==> src/hw/rtl/tpi_pkg.sv <==
// Shared types and constants of the track point interpolator.
// Used by the controller, the datapath and the top level; no dependencies.
`timescale 1ns / 1ps
package tpi_pkg;

	localparam int MAX_RECORDS = 1024;
	localparam int REC_AW      = $clog2(MAX_RECORDS);
	localparam int CNT_W       = $clog2(MAX_RECORDS + 1);
	localparam int REC_W       = 80;

	localparam logic [1:0] CMD_LOAD  = 2'd0;
	localparam logic [1:0] CMD_START = 2'd1;
	localparam logic [1:0] CMD_TICK  = 2'd2;

	localparam logic [1:0] CFG_FIX   = 2'd0;
	localparam logic [1:0] CFG_LOOP  = 2'd1;
	localparam logic [1:0] CFG_COUNT = 2'd2;

	localparam int CORDIC_STEPS = 15;
	localparam int DIV_STEPS    = 50;

	typedef struct packed {
		logic load_wr;
		logic start_init;
		logic tick_add;
		logic adv;
		logic rd_zero;
		logic cap_cur0;
		logic cap_next;
		logic prep;
		logic mul;
		logic step;
		logic out_load;
		logic out_fin;
		logic first_speed;
	} dp_cmd_t;

	typedef struct packed {
		logic ge;
		logic at_end;
		logic loop_en;
		logic calc_done;
	} dp_sts_t;

	function automatic logic [15:0] atan_lut(input logic [3:0] i);
		logic [15:0] a;
		case (i)
			4'd0:    a = 16'd8192;
			4'd1:    a = 16'd4836;
			4'd2:    a = 16'd2555;
			4'd3:    a = 16'd1297;
			4'd4:    a = 16'd651;
			4'd5:    a = 16'd326;
			4'd6:    a = 16'd163;
			4'd7:    a = 16'd81;
			4'd8:    a = 16'd41;
			4'd9:    a = 16'd20;
			4'd10:   a = 16'd10;
			4'd11:   a = 16'd5;
			4'd12:   a = 16'd3;
			4'd13:   a = 16'd1;
			4'd14:   a = 16'd1;
			default: a = 16'd0;
		endcase
		return a;
	endfunction

endpackage

==> src/hw/rtl/tpi_ctrl.sv <==
// Sequencing state machine of the track point interpolator.
// Depends on tpi_pkg; drives the datapath by command and status structs.
`timescale 1ns / 1ps
module tpi_ctrl import tpi_pkg::*; (
	input  logic      clk,
	input  logic      arst_n,
	input  logic      in_valid,
	output logic      in_ready,
	input  logic [1:0] cmd,
	output logic      out_valid,
	input  logic      out_ready,
	input  dp_sts_t   sts,
	output dp_cmd_t   dcmd
);
	localparam logic [3:0] ST_IDLE  = 4'd0;
	localparam logic [3:0] ST_WR0   = 4'd1;
	localparam logic [3:0] ST_WR0D  = 4'd2;
	localparam logic [3:0] ST_RDN   = 4'd3;
	localparam logic [3:0] ST_RDND  = 4'd4;
	localparam logic [3:0] ST_CHECK = 4'd5;
	localparam logic [3:0] ST_PREP  = 4'd6;
	localparam logic [3:0] ST_MUL   = 4'd7;
	localparam logic [3:0] ST_DIV   = 4'd8;
	localparam logic [3:0] ST_OUT   = 4'd9;
	localparam logic [3:0] ST_FIN   = 4'd10;

	logic [3:0] state_q, state_d;
	logic       playing_q, playing_d;
	logic       first_q, first_d;
	logic       out_valid_q;
	logic       in_fire, out_free;

	assign in_ready  = (state_q == ST_IDLE);
	assign in_fire   = in_valid && in_ready;
	assign out_valid = out_valid_q;
	assign out_free  = !out_valid_q || out_ready;

	always_comb begin
		state_d   = state_q;
		playing_d = playing_q;
		first_d   = first_q;
		dcmd      = '0;
		case (state_q)
			ST_IDLE: begin
				if (in_fire) begin
					case (cmd)
						CMD_LOAD: begin
							dcmd.load_wr = 1'b1;
						end
						CMD_START: begin
							dcmd.start_init = 1'b1;
							playing_d       = 1'b1;
							first_d         = 1'b1;
							state_d         = ST_WR0;
						end
						CMD_TICK: begin
							if (playing_q) begin
								dcmd.tick_add = 1'b1;
								first_d       = 1'b0;
								state_d       = ST_CHECK;
							end
						end
						default: begin
						end
					endcase
				end
			end
			ST_CHECK: begin
				if (sts.ge) begin
					if (sts.at_end && !sts.loop_en) begin
						playing_d = 1'b0;
						state_d   = ST_FIN;
					end else begin
						dcmd.adv = 1'b1;
						state_d  = sts.at_end ? ST_WR0 : ST_RDN;
					end
				end else begin
					state_d = ST_PREP;
				end
			end
			ST_WR0: begin
				dcmd.rd_zero = 1'b1;
				state_d      = ST_WR0D;
			end
			ST_WR0D: begin
				dcmd.cap_cur0 = 1'b1;
				state_d       = ST_RDND;
			end
			ST_RDN: begin
				state_d = ST_RDND;
			end
			ST_RDND: begin
				dcmd.cap_next = 1'b1;
				state_d       = ST_CHECK;
			end
			ST_PREP: begin
				dcmd.prep = 1'b1;
				state_d   = ST_MUL;
			end
			ST_MUL: begin
				dcmd.mul = 1'b1;
				state_d  = ST_DIV;
			end
			ST_DIV: begin
				dcmd.step = 1'b1;
				if (sts.calc_done) begin
					state_d = ST_OUT;
				end
			end
			ST_OUT: begin
				dcmd.first_speed = first_q;
				if (out_free) begin
					dcmd.out_load = 1'b1;
					state_d       = ST_IDLE;
				end
			end
			ST_FIN: begin
				if (out_free) begin
					dcmd.out_fin = 1'b1;
					state_d      = ST_IDLE;
				end
			end
			default: begin
				state_d = ST_IDLE;
			end
		endcase
	end

	always_ff @(posedge clk or negedge arst_n) begin
		if (!arst_n) begin
			state_q     <= ST_IDLE;
			playing_q   <= 1'b0;
			first_q     <= 1'b0;
			out_valid_q <= 1'b0;
		end else begin
			state_q   <= state_d;
			playing_q <= playing_d;
			first_q   <= first_d;
			if (dcmd.out_load || dcmd.out_fin) begin
				out_valid_q <= 1'b1;
			end else if (out_ready) begin
				out_valid_q <= 1'b0;
			end
		end
	end

	a_start_plays: assert property (@(posedge clk) disable iff (!arst_n)
		(in_fire && cmd == CMD_START) |=> playing_q)
		else $error("start request did not begin playback");
	a_calc_only_playing: assert property (@(posedge clk) disable iff (!arst_n)
		(state_q == ST_PREP) |-> playing_q)
		else $error("interpolation started while idle");
	a_result_source: assert property (@(posedge clk) disable iff (!arst_n)
		$rose(out_valid_q) |-> $past(state_q == ST_OUT || state_q == ST_FIN))
		else $error("result raised outside an output state");
	a_fin_not_playing: assert property (@(posedge clk) disable iff (!arst_n)
		(state_q == ST_FIN) |-> !playing_q)
		else $error("finish reported while still playing");
endmodule

==> config.mk <==
export PLATFORM = sky130hd
export DESIGN_NAME = tpi_ctrl
export DESIGN_NICKNAME = d
export VERILOG_FILES = /design/src/hw/rtl/tpi_pkg.sv /design/src/hw/rtl/tpi_ctrl.sv
export SDC_FILE = /design/constraint.sdc
export NUM_CORES = 1
export LEC_CHECK = 0
export BUFFER_PORTS_ARGS = -buffer_cell sky130_fd_sc_hd__buf_2
export CELL_PAD_IN_SITES_DETAIL_PLACEMENT = 1
export CELL_PAD_IN_SITES_GLOBAL_PLACEMENT = 2
export CORE_MARGIN = 4
export CORE_UTILIZATION = 25
export DETAILED_ROUTE_END_ITERATION = 8
export HOLD_SLACK_MARGIN = 0.12
export PLACE_DENSITY_LB_ADDON = 0.1
export REMOVE_ABC_BUFFERS = 1
export SLEW_MARGIN = 15
export SYNTH_ARGS = -nofsm -noshare
export SYNTH_HDL_FRONTEND = slang
export SYNTH_SLANG_ARGS = --single-unit
==> constraint.sdc <==
create_clock -name clk -period 1.82 [get_ports clk]
set_clock_uncertainty 0.05 [all_clocks]
set_input_delay 0 -clock clk [delete_from_list [all_inputs] [get_ports clk]]
set_output_delay 0 -clock clk [all_outputs]
set_load 0.1 [all_outputs]
After elaboration in Yosys (flattened, before gate mapping) --
Index checks and enable logic that the tools add are counted.
Storage, ports and cells: register bits 7, bits in latches 0, bits in writable memories 0, memory bits (read-only) 0, input bits 10, output and inout port bits 15, logic and storage cells 78, memories kept 0
Cells by class: $add $sub $neg 0, multiply operators 0, divide/modulo/power cells 0, magnitude comparators 0, eq/ne operators 21, shifts and indexed selects 0, mux-type cells 37, bitwise operators 0, reduce and logical (&&, ||, !) cells 16
Operator list (count):
- 4-bit case mux with 9 select lines | 1
- 1-bit two-way mux | 24
- 4-bit two-way mux | 6
- 4-bit by 3-bit equality test with 1-bit output, second input constant | 4
- 4-bit equality test, second input constant | 3
- 5-bit AND reduction | 2
- 4-bit by 2-bit equality test with 1-bit output, second input constant | 2
- 2-bit inequality test, second input constant | 4
- 4-bit case mux with 2 select lines | 1
- 3-bit two-way mux | 2
- 2-bit by 1-bit inequality test with 1-bit output, second input constant | 3
- 2-bit nonzero test | 3
- 4-bit by 1-bit equality test with 1-bit output, second input constant | 1
- 4-bit logical NOT | 1
- 1-bit case mux with 2 select lines | 2
- 4-bit AND reduction | 1
- 2-bit OR reduction | 2
- 3-bit by 1-bit inequality test with 1-bit output, second input constant | 1
- 3-bit inequality test, second input constant | 1
- 2-bit by 1-bit equality test with 1-bit output, second input constant | 1
- 2-bit equality test, second input constant | 1
- 1-bit logical AND | 2
- 1-bit logical NOT | 2
- 2-bit logical NOT | 1
- 2 further kinds | 3

Depth between registers and ports, before layout --
depth after elaboration 6, mapped depth 5, depth with buffers taken out 4

Least setup slack after synthesis --
OpenSTA, ideal clock, no wires.
path type register to output, from register state_q[3], to output port dcmd[12] (netlist bit), data arrival time 3830 ps, data required time 1770 ps, setup slack -2060 ps, cell stages (with the launch flop) 5, path through dfrtp_1 -> buf_6 -> nor4_4 -> nand2_2 -> nor3_1
RTL lines:
- from (decl) | line tpi_ctrl.sv:27 | logic [3:0] state_q, state_d;
- from (signal assigned) | line tpi_ctrl.sv:136 | state_q <= state_d;
- to (decl) | line tpi_ctrl.sv:13 | output dp_cmd_t dcmd

==> results.md <==
- The run finished with clean final reports.
- The cell area after synthesis is 573 um^2.
- In this run the number of H-tree levels came out at 1.
- The die covers 3120 um^2.
- TritonCTS created 3 clock buffers.
- For the pin with the worst max-slew slack, the measured transition is 485 ps.
- Setup repair after global routing could not meet its margin everywhere.
- The cell depth of the worst setup path is 5.
- In this run the tightest slew margin relative to its limit is 0.679.
- VDD sags by at most 0.761 mV.
- The worst register-to-register path has a setup slack of 120 ps.
- The sum of routed wire length over all layers is 1820 um.
- In this run the cell area measured after placement is 835 um^2.
- The global placement routability congestion is 0.740.
- The floorplan has 17 rows.
- The clock power share is 0.075.
- The logic depth of the worst register-to-register path is 4.
- The Yosys step of the flow raised 0 warnings.
- In this design, the stage delay of the slowest critical-path cell is 380 ps.
- The TritonCTS clock tree is done.
- The maximum number of pins on one net before global-route repair is 13.
- The relative contribution of sequential cells to total power is 0.185.
- The most used flip-flop cell after synthesis is sky130_fd_sc_hd__dfrtp_1.
- The end point of the critical path is dcmd[11].
- After layout, the design draws a total of 0.00190 W.
- The post-synthesis cell type count is 33.
- The total DRC errors in the routed layout is 0.
- In this run the vertical extent of the chip is 55.9 um.
- The startpoint identified for the worst register-to-register timing path is state_q[3]$_DFFE_PN0P_.
- The critical register-to-register path endpoint is state_q[0]$_DFFE_PN0P_.
- The max-slew violation count is 0.
- The number of DRC violations after detailed-routing iteration 0 is 10.
- The cell type group with the largest total delay on the critical path is simple AND/OR/NAND/NOR gates.
- Of the cells placed in the final design, the portion with a size suffix greater than 1 is 0.457.
- In this run the deepest clock path goes through 2 buffers.
- The clock insertion delay at the later pin of the skew report is 250 ps.
- The global route total overflow is 0.
- Counting every instance in the synthesized netlist gives 66.
- Of the synthesized area, sequential elements account for 0.306.
- The post-synthesis average cell area is 8.68 um^2.
- The number of global-route vias before repair is 684.
- The switching share of total power is 0.584.
- Final hold analysis gives a worst-case slack of 143 ps.
- The endpoint type of the worst setup path is an output port.
- The placeable core region is 2190 um^2.
- The timing startpoint of the critical path is state_q[2]$_DFFE_PN0P_.
- The count of state elements after synthesis is 7.
- The signal on the critical path passes through buf_6 > nor4_4 > nand2_2 > nor3b_4 > buf_12.
- The switching component of the power is 0.00111 W.
- The count of vias placed by the detailed router is 641.
- After routing the design area is 993 um^2.
- The tree is rooted in a sky130_fd_sc_hd__clkbuf_4.
- The number of setup violations in the final report is 0.
- The number of enable flip-flop cells after synthesis is 0.
- The count of TritonRoute iterations in the first routing pass is 4.
- The start-to-end type of the worst setup path is register to output port.
- The final worst setup slack is 86.6 ps.
- The number of vias per cell after detailed routing is 4.82.
- The initial antenna violation count is 0.
- For this run, the top clock speed supported by timing is 577 MHz.
- The worst endpoint required time is 1770 ps.
- The share of async-settable or async-resettable flops after synthesis is 1.00.
- The width of the die is 55.9 um.
- The clock-pin slew of the registers on the worst-case setup and hold paths is 50 ps.
- The final worst-path cycle share is 0.952.
- Buffers placed on the I/O ports in this run total 24.
- 0 antenna diodes ended up in the layout.
- For this design, the slowest cell found on the critical path is sky130_fd_sc_hd__dfrtp_1.
- In this run the worst hold path is classified as input pin to register.
- The count of cells along the worst hold path is 4.
- The startpoint class of the critical path is a register.
- STA puts the critical path data arrival time at 1680 ps.
- The wire length per cell is 13.7 um.
- The cell-internal power is 0.000791 W.
- Once layout is complete, the utilization of the core stands at 0.453.
- The final-stage net count is 116.
- The leakage power total is 0.444 nW.
- For this run, the total global-route usage over all layers was measured as 0.134.
- The number of hold violations in the final report was 0.
- The logic gate share of total power is 0.739.
- The residual antenna-violating net count after detailed routing is 0.
- Counting both buffers and inverters, the worst setup path holds a total of 2.
- The critical-path maximum fanout is 6.
- The worst slack at placement is 143 ps.
- The first global-routing pass estimated 3310 um of wire.
- Detailed placement finished with a half-perimeter wire length of 1410 um.
- The total I/O pin count is 25.
- The initial utilization of the core area, before any placement, comes to 0.262.
- The max capacitance violation total is 0.
- Counting I/O delays and the setup requirement, the final critical path takes 1730 ps.
- The area growth from synthesis to layout is 73.4%.
- The areal power density over the cells is 1910 nW/um^2.
- The number of clock sinks seen by CTS is 7.
[cells in the final DEF (no fill, tap or decap), types with 2 or more instances in the layout]
cell type | Yosys | layout
sky130_fd_sc_hd__clkbuf_4 | 0 | 4
sky130_fd_sc_hd__nor3_1 | 6 | 3
sky130_fd_sc_hd__nor2b_1 | 4 | 4
sky130_fd_sc_hd__nor3_2 | 0 | 3
sky130_fd_sc_hd__buf_4 | 1 | 7
sky130_fd_sc_hd__o21bai_1 | 2 | 2
sky130_fd_sc_hd__buf_12 | 0 | 7
sky130_fd_sc_hd__buf_2 | 2 | 16
sky130_fd_sc_hd__nand2_1 | 5 | 5
sky130_fd_sc_hd__dfrtp_2 | 0 | 2
sky130_fd_sc_hd__nand2b_1 | 5 | 5
sky130_fd_sc_hd__nor2_1 | 6 | 5
sky130_fd_sc_hd__inv_1 | 2 | 2
sky130_fd_sc_hd__a21oi_1 | 3 | 3
sky130_fd_sc_hd__dfrtp_1 | 7 | 5
sky130_fd_sc_hd__nand3_1 | 2 | 2
sky130_fd_sc_hd__dlygate4sd3_1 | 0 | 7
[final cells by class]
type | count | area, um^2
Clock buffer | 4 | 26.3
Fill cell | 252 | 1200
Tap cell | 28 | 35.0
Inverter | 2 | 7.51
Timing Repair Buffer | 39 | 362
Multi-Input combinational cell | 53 | 385
Sequential cell | 7 | 178
[cells by family after synthesis]
kind of cell / synth area share
compound gates: 0.166
fa+ha+maj: 0.0175
buf+inv: 0.0633
flops: 0.306
mux: 0.0262
simple gates: 0.421
[what timing repair did]
item,in CTS,in global routing
pin swaps,0,3
hold buffers,7,0
setup endpoints to repair,1,8
setup buffers,0,4
gates resized for setup,2,7
hold endpoints to repair,12,0
[through the flow]
step	instances	TNS [ps]
2_1_floorplan	62	-16660
3_3_place_gp	118	0
3_5_place_dp	118	0
4_1_cts	129	-5.11
5_1_grt	133	-29.2
6_report	133	0
[tightest hold or removal path, delay by kind of cell]
family          cells  cell delay [ps]
compound gates      2              210
buf+inv             1              130
simple gates        1               70
[sequential cells by signal, summed over array words and instances (netlist names)]
signal,flops
state_q,4
first_q,1
out_valid,1
playing_q,1
[power by group through the flow]
stage	sequential (W)	combinational, W	clock [W]
floorplan	0.000410	0.000900	0
global placement	0.000341	0.00132	0
detailed placement	0.000343	0.00132	0
CTS	0.000341	0.00134	0.000150
global route	0.000369	0.00150	0.000168
finish	0.000353	0.00141	0.000143
[routing by layer]
layer / up-vias / share of wire / track usage
met4: 0 / 0.020 / 0.0712
met1: 302 / 0.47 / 0.169
met5: - / 0 / 0
li1: 321 / - / -
met3: 4 / 0.035 / 0.0302
met2: 14 / 0.48 / 0.211
[Yosys cell counts, types with 2 or more instances]
| master | count | area, um^2 |
|---|---|---|
| sky130_fd_sc_hd__nand3_1 | 2 | 10.0 |
| sky130_fd_sc_hd__nor2_1 | 6 | 22.5 |
| sky130_fd_sc_hd__nor3_1 | 6 | 30.0 |
| sky130_fd_sc_hd__nand2b_1 | 5 | 31.3 |
| sky130_fd_sc_hd__nand2_1 | 5 | 18.8 |
| sky130_fd_sc_hd__nor2b_1 | 4 | 25.0 |
| sky130_fd_sc_hd__a21oi_1 | 3 | 15.0 |
| sky130_fd_sc_hd__inv_1 | 2 | 7.51 |
| sky130_fd_sc_hd__o21bai_1 | 2 | 15.0 |
| sky130_fd_sc_hd__dfrtp_1 | 7 | 175 |
| sky130_fd_sc_hd__buf_2 | 2 | 10.0 |
[worst min path at each step]
stage | slack, ps | from | to
after floorplan | -350 | arst_n | first_q$_DFFE_PN0P_
after global placement | -200 | arst_n | playing_q$_DFFE_PN0P_
after detailed placement | -200 | arst_n | first_q$_DFFE_PN0P_
after CTS | 130 | cmd[0] | state_q[2]$_DFFE_PN0P_
after global routing | 180 | cmd[0] | state_q[2]$_DFFE_PN0P_
final | 140 | cmd[0] | state_q[2]$_DFFE_PN0P_
(Power assumes the default switching activity.)
